==> src/vsc_pkg.sv <==
// shared types and constants for the vigenere stream cipher
package vsc_pkg;

    localparam int unsigned ALPHA_N = 26;
    localparam logic [6:0] CHAR_A = 7'd65;
    localparam logic [6:0] CHAR_SPACE = 7'd32;
    localparam int unsigned Q_DEPTH = 4;
    localparam int unsigned Q_PTR_W = 2;
    localparam int unsigned Q_CNT_W = 3;

    localparam logic [1:0] MODE_ENC = 2'd0;
    localparam logic [1:0] MODE_DEC = 2'd1;
    localparam logic [1:0] MODE_VAR = 2'd2;
    localparam logic [1:0] MODE_VAR_ALT = 2'd3;

    localparam logic [1:0] REG_MODE = 2'd0;
    localparam logic [1:0] REG_KEY_LEN = 2'd1;
    localparam logic [1:0] REG_KEY_LETTERS = 2'd2;

    typedef struct packed {
        logic [3:0] key_pos;
        logic       seen;
    } state_t;

    typedef struct packed {
        logic       is_letter;
        logic       need_space;
        logic [6:0] letter;
    } letter_res_t;

    typedef struct packed {
        logic       last;
        logic [6:0] ch;
    } q_entry_t;

    typedef struct packed {
        logic     push;
        logic     two;
        q_entry_t first;
        q_entry_t second;
    } q_push_t;

endpackage

==> src/vsc_cipher_core.sv <==
// combinational letter filter, modulo 26 combine and key position update
module vsc_cipher_core #(
    parameter int unsigned MAX_KEY_LEN = 12
) (
    input  logic [7:0]                 char_code,
    input  logic                       start_of_message,
    input  logic [1:0]                 cipher_mode,
    input  logic [3:0]                 key_length,
    input  logic [5*MAX_KEY_LEN-1:0]   key_letters,
    input  vsc_pkg::state_t            state_cur,
    output vsc_pkg::state_t            state_next,
    output vsc_pkg::letter_res_t       res
);
    import vsc_pkg::*;

    localparam int unsigned KIDX_W = (MAX_KEY_LEN > 1) ? $clog2(MAX_KEY_LEN) : 1;
    localparam logic [3:0] MAX_LEN = 4'(MAX_KEY_LEN);

    logic [4:0] key_arr [MAX_KEY_LEN];
    logic [7:0] upper;
    logic       is_letter;
    logic [4:0] t_val;
    logic [3:0] len;
    logic [3:0] pos_raw;
    logic [3:0] pos;
    logic       seen;
    logic [4:0] k_raw;
    logic [4:0] k_val;
    logic       variant;
    logic       sub;
    logic [4:0] op_a;
    logic [4:0] op_b;
    logic [5:0] sum;
    logic [4:0] r_val;
    logic [3:0] pos_inc;

    for (genvar i = 0; i < MAX_KEY_LEN; i++)
    begin : g_key
        assign key_arr[i] = key_letters[5*i +: 5];
    end

    always_comb
    begin
        if (char_code >= 8'd97 && char_code <= 8'd122)
        begin
            upper = char_code - 8'd32;
        end
        else
        begin
            upper = char_code;
        end
        is_letter = (upper >= 8'd65) && (upper <= 8'd90);
        t_val = 5'(upper - 8'd65);

        if (key_length == 4'd0)
        begin
            len = 4'd1;
        end
        else if (key_length > MAX_LEN)
        begin
            len = MAX_LEN;
        end
        else
        begin
            len = key_length;
        end

        pos_raw = start_of_message ? 4'd0 : state_cur.key_pos;
        seen = start_of_message ? 1'b0 : state_cur.seen;
        pos = (pos_raw >= len) ? 4'd0 : pos_raw;

        k_raw = key_arr[pos[KIDX_W-1:0]];
        k_val = (k_raw >= 5'(ALPHA_N)) ? k_raw - 5'(ALPHA_N) : k_raw;

        variant = (cipher_mode == MODE_VAR) || (cipher_mode == MODE_VAR_ALT);
        sub = variant || (cipher_mode == MODE_DEC);
        op_a = variant ? k_val : t_val;
        op_b = variant ? t_val : k_val;
        if (sub)
        begin
            sum = {1'b0, op_a} + 6'(ALPHA_N) - {1'b0, op_b};
        end
        else
        begin
            sum = {1'b0, op_a} + {1'b0, op_b};
        end
        r_val = (sum >= 6'(ALPHA_N)) ? 5'(sum - 6'(ALPHA_N)) : sum[4:0];

        res.is_letter = is_letter;
        res.need_space = !variant && seen && (pos == 4'd0);
        res.letter = {2'b00, r_val} + CHAR_A;

        pos_inc = pos + 4'd1;
        if (is_letter)
        begin
            state_next.key_pos = (pos_inc >= len) ? 4'd0 : pos_inc;
            state_next.seen = 1'b1;
        end
        else
        begin
            state_next.key_pos = pos_raw;
            state_next.seen = seen;
        end
    end

endmodule

==> src/vsc_out_queue.sv <==
// small result queue taking up to two entries and giving one per transfer
module vsc_out_queue (
    input  logic              clk,
    input  logic              rst_n,
    input  vsc_pkg::q_push_t  push_in,
    output logic              room,
    output logic              out_valid,
    input  logic              out_stall,
    output vsc_pkg::q_entry_t out_entry
);
    import vsc_pkg::*;

    q_entry_t             mem [Q_DEPTH];
    logic [Q_PTR_W-1:0]   wr_ptr_reg;
    logic [Q_PTR_W-1:0]   wr_ptr_next;
    logic [Q_PTR_W-1:0]   rd_ptr_reg;
    logic [Q_PTR_W-1:0]   rd_ptr_next;
    logic [Q_CNT_W-1:0]   count_reg;
    logic [Q_CNT_W-1:0]   count_next;
    logic [Q_CNT_W-1:0]   push_n;
    logic                 pop;

    assign out_valid = (count_reg != '0);
    assign out_entry = mem[rd_ptr_reg];
    assign room = (count_reg <= Q_CNT_W'(Q_DEPTH - 2));
    assign pop = out_valid && !out_stall;

    always_comb
    begin
        if (!push_in.push)
        begin
            push_n = '0;
        end
        else if (push_in.two)
        begin
            push_n = Q_CNT_W'(2);
        end
        else
        begin
            push_n = Q_CNT_W'(1);
        end
        wr_ptr_next = wr_ptr_reg + Q_PTR_W'(push_n);
        rd_ptr_next = pop ? rd_ptr_reg + Q_PTR_W'(1) : rd_ptr_reg;
        count_next = count_reg + push_n - Q_CNT_W'(pop);
    end

    always_ff @(posedge clk or negedge rst_n)
    begin
        if (!rst_n)
        begin
            wr_ptr_reg <= '0;
            rd_ptr_reg <= '0;
            count_reg <= '0;
        end
        else
        begin
            wr_ptr_reg <= wr_ptr_next;
            rd_ptr_reg <= rd_ptr_next;
            count_reg <= count_next;
        end
    end

    always_ff @(posedge clk)
    begin
        if (push_in.push)
        begin
            mem[wr_ptr_reg] <= push_in.first;
            if (push_in.two)
            begin
                mem[wr_ptr_reg + Q_PTR_W'(1)] <= push_in.second;
            end
        end
    end

    a_count_bound: assert property (@(posedge clk) disable iff (!rst_n)
        count_reg <= Q_CNT_W'(Q_DEPTH))
        else $error("result queue count above depth");

    a_push_room: assert property (@(posedge clk) disable iff (!rst_n)
        push_in.push |-> room)
        else $error("push into result queue without room");

endmodule

==> src/vigenere_stream_cipher.sv <==
// top level of the vigenere stream cipher
// path: input registers, then the result queue, whose head drives the output port
// throughput: one character per cycle while the result queue has room; a character with
//   a group space needs two output transfers, so the output port sets the sustained rate
// reset: asynchronous active low; key position, group flag, queue and config
//   registers are cleared, key_length to 1
module vigenere_stream_cipher #(
    parameter int unsigned MAX_KEY_LEN = 12
) (
    input  logic                     clk,
    input  logic                     rst_n,
    input  logic                     cfg_we,
    input  logic [1:0]               cfg_index,
    input  logic [5*MAX_KEY_LEN-1:0] cfg_wdata,
    input  logic                     in_valid,
    output logic                     in_stall,
    input  logic [7:0]               char_code,
    input  logic                     start_of_message,
    output logic                     out_valid,
    input  logic                     out_stall,
    output logic [6:0]               out_char,
    output logic                     last_of_run
);
    import vsc_pkg::*;

    localparam int unsigned KEY_W = 5 * MAX_KEY_LEN;

    logic [1:0]       mode_reg;
    logic [1:0]       mode_next;
    logic [3:0]       key_len_reg;
    logic [3:0]       key_len_next;
    logic [KEY_W-1:0] key_reg;
    logic [KEY_W-1:0] key_next;

    logic             in_valid_reg;
    logic             in_valid_next;
    logic [7:0]       char_reg;
    logic [7:0]       char_next;
    logic             sof_reg;
    logic             sof_next;

    state_t           state_reg;
    state_t           state_next;
    state_t           core_state;
    letter_res_t      res;
    q_push_t          push;
    q_entry_t         head;
    logic             room;
    logic             advance;

    assign advance = in_valid_reg && room;
    assign in_stall = in_valid_reg && !room;

    vsc_cipher_core #(
        .MAX_KEY_LEN(MAX_KEY_LEN)
    ) u_core (
        .char_code(char_reg),
        .start_of_message(sof_reg),
        .cipher_mode(mode_reg),
        .key_length(key_len_reg),
        .key_letters(key_reg),
        .state_cur(state_reg),
        .state_next(core_state),
        .res(res)
    );

    always_comb
    begin
        push.push = advance && res.is_letter;
        push.two = res.need_space;
        if (res.need_space)
        begin
            push.first = '{last: 1'b0, ch: CHAR_SPACE};
        end
        else
        begin
            push.first = '{last: 1'b1, ch: res.letter};
        end
        push.second = '{last: 1'b1, ch: res.letter};
    end

    vsc_out_queue u_queue (
        .clk(clk),
        .rst_n(rst_n),
        .push_in(push),
        .room(room),
        .out_valid(out_valid),
        .out_stall(out_stall),
        .out_entry(head)
    );

    assign out_char = head.ch;
    assign last_of_run = head.last;

    always_comb
    begin
        mode_next = mode_reg;
        key_len_next = key_len_reg;
        key_next = key_reg;
        if (cfg_we)
        begin
            case (cfg_index)
                REG_MODE:        mode_next = cfg_wdata[1:0];
                REG_KEY_LEN:     key_len_next = cfg_wdata[3:0];
                REG_KEY_LETTERS: key_next = cfg_wdata[KEY_W-1:0];
                default:         mode_next = mode_reg;
            endcase
        end

        if (!in_stall)
        begin
            in_valid_next = in_valid;
            char_next = char_code;
            sof_next = start_of_message;
        end
        else
        begin
            in_valid_next = in_valid_reg;
            char_next = char_reg;
            sof_next = sof_reg;
        end

        state_next = advance ? core_state : state_reg;
    end

    always_ff @(posedge clk or negedge rst_n)
    begin
        if (!rst_n)
        begin
            mode_reg <= MODE_ENC;
            key_len_reg <= 4'd1;
            key_reg <= '0;
            in_valid_reg <= 1'b0;
            state_reg <= '0;
        end
        else
        begin
            mode_reg <= mode_next;
            key_len_reg <= key_len_next;
            key_reg <= key_next;
            in_valid_reg <= in_valid_next;
            state_reg <= state_next;
        end
    end

    always_ff @(posedge clk)
    begin
        char_reg <= char_next;
        sof_reg <= sof_next;
    end

    a_state_hold: assert property (@(posedge clk) disable iff (!rst_n)
        !advance |=> $stable(state_reg))
        else $error("key state changed without a character moving on");

    a_pos_bound: assert property (@(posedge clk) disable iff (!rst_n)
        state_reg.key_pos < 4'(MAX_KEY_LEN))
        else $error("key position beyond key storage");

    a_space_not_last: assert property (@(posedge clk) disable iff (!rst_n)
        (out_valid && out_char == CHAR_SPACE) |-> !last_of_run)
        else $error("space separator marked as last result");

endmodule

==> config.mk <==
export PLATFORM = sky130hd
export DESIGN_NAME = vigenere_stream_cipher
export DESIGN_NICKNAME = d
export VERILOG_FILES = /design/src/vsc_pkg.sv /design/src/vsc_cipher_core.sv /design/src/vsc_out_queue.sv /design/src/vigenere_stream_cipher.sv
export SDC_FILE = /design/constraint.sdc
export NUM_CORES = 1
export LEC_CHECK = 0
export BUFFER_PORTS_ARGS = -buffer_cell sky130_fd_sc_hd__buf_4
export CORE_AREA = 5 5 113 115
export DETAILED_ROUTE_END_ITERATION = 12
export DIE_AREA = 0 0 118 120
export PLACE_DENSITY_LB_ADDON = 0.12
export SETUP_SLACK_MARGIN = 0.4
export SYNTH_ARGS = -nofsm -noshare
export SYNTH_HDL_FRONTEND = slang
export SYNTH_HIERARCHICAL = 1
export SYNTH_SLANG_ARGS = --single-unit
export TNS_END_PERCENT = 1
==> constraint.sdc <==
create_clock -name clk -period 11 [get_ports clk]
set_input_delay 2.2 -clock clk [delete_from_list [all_inputs] [get_ports clk]]
set_output_delay 2.2 -clock clk [all_outputs]
set_load 0.01 [all_outputs]
==> results of run 1 <==
stage by stage:
step                utilization  power [mW]  worst slack (ns)
global placement          0.672        2.50              3.40
global route              0.720        3.40              2.47
CTS                       0.720        3.16              3.00
detailed placement        0.672        2.62              3.07
floorplan                     -        2.22              4.25
finish                    0.720        3.16              2.93
synthesized netlist by cell type (all sizes together), types with 9 or more instances:
library cell,count,share of area
mux2,106,0.17
dfrtp,78,0.27
edfxtp,41,0.17
inv,36,0.019
ha,35,0.061
o21ai,34,0.027
nor2,32,0.018
nand2,30,0.017
a21oi,14,0.010
buf,14,0.013
nor2b,13,0.011
nor3,13,0.010
mux2i,12,0.017
xnor2,11,0.013
clkbuf,10,0.014
nand2b,9,0.0078
xor2,9,0.011
kinds of logic after synthesis:
group	after synthesis
AOI/OAI and AO/OA	103
xor gates and xnor gates	20
adders and majority gates	38
buffers and inverters	60
DFF	120
muxes	126
other	2
and+or+nand+nor	125
final cells by class:
cell class / count / share of cell area
Clock buffer: 20 / 0.0553
Clock inverter: 12 / 0.0119
Inverter: 36 / 0.0163
Multi-Input combinational cell: 417 / 0.437
Sequential cell: 120 / 0.380
Tap cell: 147 / 0.0218
Timing Repair Buffer: 87 / 0.0774
worst max-delay path by stage:
| stage | start | end | slack, ns |
|---|---|---|---|
| global placement | state_reg[1] | u_queue/mem[2][4] | 3.40 |
| detailed placement | state_reg[1] | u_queue/mem[2][4] | 3.07 |
| global route | state_reg[1] | u_queue/mem[0][4] | 2.47 |
| CTS | state_reg[1] | u_queue/mem[2][4] | 3.00 |
| finish | state_reg[1] | u_queue/mem[2][4] | 2.93 |
| floorplan | state_reg[1] | u_queue/mem[0][4] | 4.25 |
per-layer routing:
layer  global-route usage  vias up  share of wire
met5                    0        -              0
met4               0.0746        0          0.014
met3               0.0617       21          0.057
met2                0.379      127           0.49
met1                0.300     2389           0.44
li1                     -     2335              -
power by group through the flow:
stage	sequential (mW)	combinational, mW	clock (mW)
after global placement	0.775	1.72	0
after global routing	0.785	2.06	0.558
after CTS	0.772	1.85	0.531
final	0.772	1.86	0.522
after detailed placement	0.779	1.84	0
after floorplan	0.726	1.49	0
==> run_results.csv, run 1 <==
group,metric,value,unit
setup_path,crit_type,"reg2reg",
setup_path,worstSetupEndpointType,"flop",
power_and_ir_drop,power_leakage,3.74,nW
die,fp-row-count,40,
cts,cts.sinks,120,
placed_design,placed_area,7870,um^2
sta,finalMaxSlewViolations,0,
drt,post_drt_via_cell_ratio,5.81,
grt,antenna_found_initial,0,
setup_path,startpoint_type,"flop",
cts,path_clk_slew,0.05,ns
setup_path,worst-r2r-setup-slack,2.93,ns
setup_path,rr_endpoint,"u_queue/mem[2][4]",
synth,synth_compound_area_frac,0.106,
synth,ys_types,79,
hold_path,min_to,"key_reg[24]",
cts,cts_resized,0,
synth,ys_warn_count,6,
cells_and_area,diodes,0,
sta,worstMarginPinSlew,0.999,ns
sta,final.min_clock_period,8.07,ns
hold_path,hp-class,"reg2reg",
setup_path,cp_slowest_cell,"a211oi_4",
die,start_util,0.616,
power_and_ir_drop,p_int,1.92,mW
synth,synth-main-ff-cell,"dfrtp_1",
synth,syn_inst,594,
drt,vias,4872,
cells_and_area,seqCellArea,3210,um^2
grt,grt-ovfl-total,0,
drt,initialDrtViolationCount,362,
drt,wl_per_cell,18.9,um
die,die_area,14200,um^2
synth,synth_seq_area_share,0.445,
sta,fin_skew,0.00825,ns
sta,hold_violations,0,
power_and_ir_drop,sw_frac_of_total,0.391,
synth,synthXorXnorAreaFrac,0.0243,
flow_run,drv_cap,0,
cts,root_buffer,"clkbuf_16",
power_and_ir_drop,clkPwrFrac,0.165,
sta,rsz0062_at_grt,"false",
die,fp.dieH,120,um
power_and_ir_drop,p_switching,1.24,mW
sta,worst_hold_slack,0.507,ns
setup_path,path_buf_inv,4,
grt,grt_pass1_vias,5046,
placed_design,placed_cells,807,
power_and_ir_drop,pwr-share-seq,0.244,
drt,drc,0,
cts,clock_latency,0.42,ns
sta,timing.final.crit_share,0.734,
setup_path,cp.required,11.16,ns
cells_and_area,drive_gt1_frac,0.377,
setup_path,crit_arrival,8.23,ns
power_and_ir_drop,pwr_density_cell,374,nW/um^2
grt,grt_pass1_wl,25800,um
cells_and_area,mostFrequentLayoutCell,"mux2_2",
drt,drtAntennaViolNets,0,
sta,finalSetupViolations,0,
cells_and_area,largest_reg_flops,60,
cts,holdBufCountCts,0,
die,die_w,118,um
placed_design,portBuffers,85,
synth,synth-edff-count,41,
sta,slew_headroom,0.334,
grt,grt_max_degree,80,
cts,clk_path_buf_depth,2,
cells_and_area,n_fill_cell,856,
synth,synth_top_family_by_area,"multiplexers",
setup_path,slowest_delay,0.66,ns
cts,cts_made_buffers,17,
cells_and_area,stdcell_count,839,
synth,synth-simple-area-share,0.0948,
drt,drt_first_pass_iters,5,
setup_path,cp_common_cell,"ha_1",
placed_design,place_hpwl,11700,um
run_status,status,"finished, final reports clean",
setup_path,r2r_cells,33,
setup_path,r2r-start,"state_reg[1]",
synth,netlist_area,7210,um^2
synth,postSynthAreaPerCell,12.1,um^2
die,core_region_area,11700,um^2
cts,tritoncts,"yes",
cells_and_area,multiInputGateArea,3680,um^2
cells_and_area,final_area,8440,um^2
sta,timing.fmax,124,MHz
die,io_pins,86,
drt,routed_wl,15800,um
setup_path,critPathTopFamily,"simple AND/OR/NAND/NOR gates",
synth,async_flop_share,0.658,
synth,synth.area.mux_share,0.214,
placed_design,routabilityCongestion,0.988,
sta,setup-tns-final,0,ns
cells_and_area,final_cell_mix,"91 x mux2_2, 87 x buf_4, 78 x dfrtp_1, 41 x edfxtp_1, 35 x ha_1",
setup_path,cp.depth,33,
cells_and_area,area_growth_syn_to_layout,17.0,%
cts,post_cts_buffers,0,
synth,synth_seq_cells,120,
cells_and_area,num-nets-final,793,
grt,track_usage,0.231,
power_and_ir_drop,peakVddDrop,442,uV
hold_path,min_from,"key_reg[24]",
setup_path,path_max_fanout,17,
power_and_ir_drop,combPwrFrac,0.590,
cts,cts_htree_levels,4,
hold_path,worst_hold_path.num_cells,1,
synth,synthAdderAreaFrac,0.0691,
No activity file was read; power rests on OpenSTA's default activity.
==> inputs of run 2 (changes only) <==
--- a/config.mk
+++ b/config.mk
@@ -6,9 +6,9 @@
 export NUM_CORES = 1
 export LEC_CHECK = 0
 export BUFFER_PORTS_ARGS = -buffer_cell sky130_fd_sc_hd__buf_4
-export CORE_AREA = 5 5 113 115
+export CORE_AREA = 5 5 123 125
 export DETAILED_ROUTE_END_ITERATION = 12
-export DIE_AREA = 0 0 118 120
+export DIE_AREA = 0 0 128 130
 export PLACE_DENSITY_LB_ADDON = 0.12
 export SETUP_SLACK_MARGIN = 0.4
 export SYNTH_ARGS = -nofsm -noshare
==> constraint.sdc (replaced) <==
create_clock -name clk -period 6.9 [get_ports clk]
set_input_delay 1.38 -clock clk [delete_from_list [all_inputs] [get_ports clk]]
set_output_delay 1.38 -clock clk [all_outputs]
set_load 0.01 [all_outputs]
==> run_results.csv, run 2 (synthesized netlist as in run 1, its figures left out) <==
group,metric,value,unit
run_status,status,"finished, final reports clean",
sta,worst_hold_slack,0.506,ns
power_and_ir_drop,pwr_density_cell,643,nW/um^2
setup_path,cp_slowest_cell,"dfstp_2",
die,fp-row-count,43,
sta,timing.fmax,152,MHz
die,io_pins,86,
drt,drt_first_pass_iters,5,
cts,clk_path_buf_depth,2,
drt,drc,0,
die,die_area,16600,um^2
cells_and_area,final_cell_mix,"147 x buf_4, 88 x mux2_2, 78 x dfrtp_1, 41 x edfxtp_1, 29 x inv_1",
die,die_w,128,um
placed_design,dp_worst_setup_slack,-0.179,ns
cells_and_area,mostFrequentLayoutCell,"buf_4",
drt,wl_per_cell,18.2,um
cells_and_area,drive_gt1_frac,0.501,
sta,fin_skew,0.00815,ns
placed_design,routabilityCongestion,0.965,
die,fp.dieH,130,um
sta,timing.final.crit_share,0.952,
cells_and_area,n_fill_cell,1007,
grt,grt_pass1_vias,5444,
cells_and_area,largest_reg_flops,60,
die,start_util,0.523,
flow_run,drv_cap,0,
setup_path,cp.required,7.06,ns
sta,slew_headroom,0.228,
cts,tritoncts,"yes",
power_and_ir_drop,power.total,6.06,mW
sta,final.min_clock_period,6.57,ns
grt,grt-ovfl-total,0,
grt,antenna_found_initial,0,
placed_design,place_hpwl,12000,um
setup_path,slowest_delay,0.57,ns
hold_path,hp-class,"reg2reg",
cells_and_area,diodes,0,
setup_path,worstSetupEndpointType,"flop",
grt,track_usage,0.212,
cts,cts_htree_levels,4,
setup_path,cp_common_cell,"ha_4",
die,core_region_area,13800,um^2
sta,worstMarginPinSlew,1.13,ns
placed_design,placed_cells,857,
sta,rsz0062_at_grt,"true",
drt,drtAntennaViolNets,0,
cells_and_area,num-nets-final,857,
grt,grt_pass1_wl,27400,um
setup_path,startpoint_type,"flop",
setup_path,path_max_fanout,6,
cts,root_buffer,"clkbuf_16",
sta,finalMaxSlewViolations,0,
sta,layout_setup_ws,0.333,ns
cts,path_clk_slew,0.06,ns
grt,grt_max_degree,80,
drt,vias,5187,
cts,cts.sinks,120,
drt,routed_wl,17000,um
sta,finalSetupViolations,0,
power_and_ir_drop,peakVddDrop,565,uV
setup_path,crit_type,"reg2reg",
cells_and_area,area_growth_syn_to_layout,30.7,%
drt,post_drt_via_cell_ratio,5.54,
power_and_ir_drop,power_leakage,4.13,nW
sta,hold_violations,0,
cells_and_area,stdcell_count,936,
cts,clock_latency,0.41,ns
cts,cts_made_buffers,17,
drt,initialDrtViolationCount,275,
placed_design,portBuffers,85,
setup_path,crit_arrival,6.73,ns
cts,holdBufCountCts,0,
[run 2: changes by cell type in the layout (fill, tap and decap cells not counted), sizes merged]
| cell | before | now |
|---|---|---|
| inv | 37 | 39 |
| clkbuf | 20 | 19 |
| buf | 87 | 151 |
| clkinv | 7 | 6 |
[run 2: per-stage QoR]
step                      utilization  cell area [um^2]  TNS, ns
after floorplan                     -              7340        0
after global placement          0.593              8160        0
after detailed placement        0.593              8160   -0.695
after CTS                       0.667              9180        0
after global routing            0.684              9420        0
final                           0.684              9420        0
[run 2: worst max-delay path, delay by kind of cell, from the launching register on]
family | cells | cell delay [ns]
DFF | 1 | 0.57
AOI/OAI and AO/OA | 13 | 1.52
xor gates and xnor gates | 1 | 0.16
buffers and inverters | 3 | 0.24
muxes | 1 | 0.26
adders and majority gates | 6 | 1.63
and+or+nand+nor | 10 | 1.92
[run 2: what timing repair did]
item / in CTS / in global routing
gates resized for setup: 44 / 26
buffers inserted: 34 / 13
pin swaps: 44 / 34
setup endpoints to repair: 14 / 16
[run 2: layout make-up]
cell class              count  area [um^2]  share of cell area
flip-flops and latches    120         3210               0.341
multi-input cells         417         4100               0.435
repair buffers            151         1160               0.123
inverters                  36          148              0.0157
clock inverters            13          114              0.0121
well taps                 180          225              0.0239
clock buffers              19          475              0.0505
[run 2: path summary, 6_finish.rpt]
path | startpoint | to | slack (ns) | cells after the start
min in group asynchronous | rst_n | key_reg[40] | 1.12 | 1
hold / removal | key_reg[33] | key_reg[33] | 0.51 | 1
setup / recovery | key_len_reg[0] | u_queue/mem[2][4] | 0.33 | 34
setup reg to reg | key_len_reg[0] | u_queue/mem[2][4] | 0.33 | 34
max in group asynchronous | rst_n | in_valid_reg | 5.11 | 1
hold reg to reg | key_reg[33] | key_reg[33] | 0.51 | 1
[run 2: per-layer routing]
| layer | global-route usage | routed length, um | share of wire |
|---|---|---|---|
| met4 | 0.0499 | 164 | 0.0096 |
| met5 | 0 | 0 | 0 |
| met1 | 0.272 | 7380 | 0.43 |
| met2 | 0.366 | 8710 | 0.51 |
| met3 | 0.0516 | 768 | 0.045 |
[run 2: power breakdown]
part | internal [mW] | total, mW | switching, mW
sequential | 1.09 | 1.23 | 0.137
combinational | 2.18 | 3.96 | 1.79
clock | 0.539 | 0.869 | 0.331
total | 3.81 | 6.06 | 2.26
==> inputs of run 3 (changes only) <==
--- a/config.mk
+++ b/config.mk
@@ -11,6 +11,7 @@
 export DIE_AREA = 0 0 128 130
 export PLACE_DENSITY_LB_ADDON = 0.12
 export SETUP_SLACK_MARGIN = 0.4
+export SLEW_MARGIN = 20
 export SYNTH_ARGS = -nofsm -noshare
 export SYNTH_HDL_FRONTEND = slang
 export SYNTH_HIERARCHICAL = 1
==> constraint.sdc (replaced) <==
create_clock -name clk -period 6.9 [get_ports clk]
set_input_delay 1.035 -clock clk [delete_from_list [all_inputs] [get_ports clk]]
set_output_delay 1.035 -clock clk [all_outputs]
set_load 0.01 [all_outputs]
==> run_results.csv, run 3 (synthesized netlist as in run 1, its figures left out) <==
group,metric,value,unit
grt,grt_util_met2,0.366,
grt,grt_pass1_vias,5444,
cells_and_area,diodes,0,
die,io_pins,86,
grt,antenna_found_initial,0,
sta,rsz0062_at_grt,"true",
sta,fin_skew,0.00815,ns
sta,timing.final.crit_share,0.952,
drt,drtAntennaViolNets,0,
setup_path,crit_type,"reg2reg",
grt,grt_pass1_wl,27400,um
setup_path,worstSetupEndpointType,"flop",
setup_path,cp_slowest_cell,"dfstp_2",
cts,clock_latency,0.41,ns
hold_path,worst_hold_path.num_cells,1,
cells_and_area,drive_gt1_frac,0.501,
setup_path,startpoint_type,"flop",
cts,tritoncts,"yes",
placed_design,place_hpwl,12000,um
setup_path,crit_arrival,6.73,ns
cts,cts_htree_levels,4,
grt,use_met1,0.272,
sta,timing.fmax,152,MHz
die,fp-row-count,43,
cells_and_area,n_fill_cell,1007,
cts,root_buffer,"clkbuf_16",
placed_design,portBuffers,85,
setup_path,slowest_delay,0.57,ns
cts,cts_made_buffers,17,
drt,vias,5187,
setup_path,cp.required,7.06,ns
cells_and_area,mostFrequentLayoutCell,"buf_4",
setup_path,r2r_cells,34,
die,die_w,128,um
setup_path,r2r-start,"key_len_reg[0]",
drt,post_drt_via_cell_ratio,5.54,
cts,cts.sinks,120,
grt,grt_use_met3,0.0516,
sta,hold_violations,0,
power_and_ir_drop,power.total,6.06,mW
run_status,status,"finished, final reports clean",
setup_path,cp_common_cell,"ha_4",
die,fp.dieH,130,um
placed_design,routabilityCongestion,0.965,
sta,finalSetupViolations,0,
grt,grt-ovfl-total,0,
drt,initialDrtViolationCount,275,
sta,worst_hold_slack,0.506,ns
sta,finalMaxSlewViolations,0,
die,core_region_area,13800,um^2
grt,track_usage,0.212,
drt,drt_first_pass_iters,5,
cells_and_area,area_growth_syn_to_layout,30.8,%
power_and_ir_drop,peakVddDrop,565,uV
setup_path,path_max_fanout,6,
sta,layout_setup_ws,0.333,ns
sta,slew_headroom,0.228,
flow_run,drv_cap,0,
grt,grt_max_degree,80,
sta,worstMarginPinSlew,1.13,ns
placed_design,dp_worst_setup_slack,-0.179,ns
cells_and_area,final_cell_mix,"146 x buf_4, 88 x mux2_2, 78 x dfrtp_1, 41 x edfxtp_1, 29 x inv_1",
cells_and_area,num-nets-final,857,
drt,routed_wl,17000,um
cts,path_clk_slew,0.06,ns
cells_and_area,largest_reg_flops,60,
grt,busiest_layer,"met2",
sta,final.min_clock_period,6.57,ns
die,die_area,16600,um^2
die,start_util,0.523,
power_and_ir_drop,pwr_density_cell,643,nW/um^2
hold_path,hp-class,"reg2reg",
drt,drc,0,
cells_and_area,fin_util,0.685,
hold_path,min_from,"key_reg[33]",
power_and_ir_drop,power_leakage,4.13,nW
setup_path,worst-r2r-setup-slack,0.33,ns
hold_path,min_to,"key_reg[33]",
setup_path,rr_endpoint,"u_queue/mem[2][4]",
cts,clk_path_buf_depth,2,
drt,wl_per_cell,18.2,um
run 3: metrics by stage:
step           cell area [um^2]  setup TNS [ns]  std cells
2_1_floorplan              7340               0        597
6_report                   9430               0        936
3_5_place_dp               8160          -0.695        857
3_3_place_gp               8160               0        857
4_1_cts                    9180               0        923
5_1_grt                    9430               0        936
run 3: cell type report:
type                            count  area [um^2]  share of cell area
Multi-Input combinational cell    417         4100               0.434
Sequential cell                   120         3210               0.340
Timing Repair Buffer              151         1160               0.123
Clock buffer                       19          475              0.0504
Tap cell                          180          225              0.0239
Inverter                           36          148              0.0157
Clock inverter                     13          114              0.0121
run 3: what timing repair did:
item,CTS,global route
pin swaps,44,34
hold buffers,0,0
hold endpoints to repair,0,0
setup endpoints to repair,14,16
gates resized for setup,44,26
setup buffers,34,13
run 3: worst max-delay path by stage:
| stage | from | end | cells past startpoint |
|---|---|---|---|
| finish | key_len_reg[0] | u_queue/mem[2][4] | 34 |
| global route | sof_reg | u_queue/mem[2][4] | 34 |
| CTS | key_len_reg[0] | u_queue/mem[1][4] | 32 |
| detailed placement | sof_reg | u_queue/mem[1][4] | 34 |
| global placement | sof_reg | u_queue/mem[1][4] | 33 |
| floorplan | state_reg[1] | u_queue/mem[1][4] | 32 |
run 3: power by group:
part / total [mW] / internal [mW] / switching [mW]
sequential: 1.23 / 1.09 / 0.137
clock: 0.869 / 0.539 / 0.331
combinational: 3.97 / 2.18 / 1.79
total: 6.06 / 3.81 / 2.26
run 3: metal layers:
layer	vias up	wire, um
li1	2463	-
met1	2580	7380
met2	129	8710
met3	15	767
met4	0	164
met5	-	0
run 3: critical path: cells and delay by family, from the launching register on:
family,cells,cell delay (ns)
XOR/XNOR,1,0.16
AND/OR/NAND/NOR,10,1.92
flip-flops,1,0.57
multiplexers,1,0.26
AO/OA/AOI/OAI,13,1.52
buffers and inverters,3,0.24
adder cells (fa/ha/maj),6,1.63
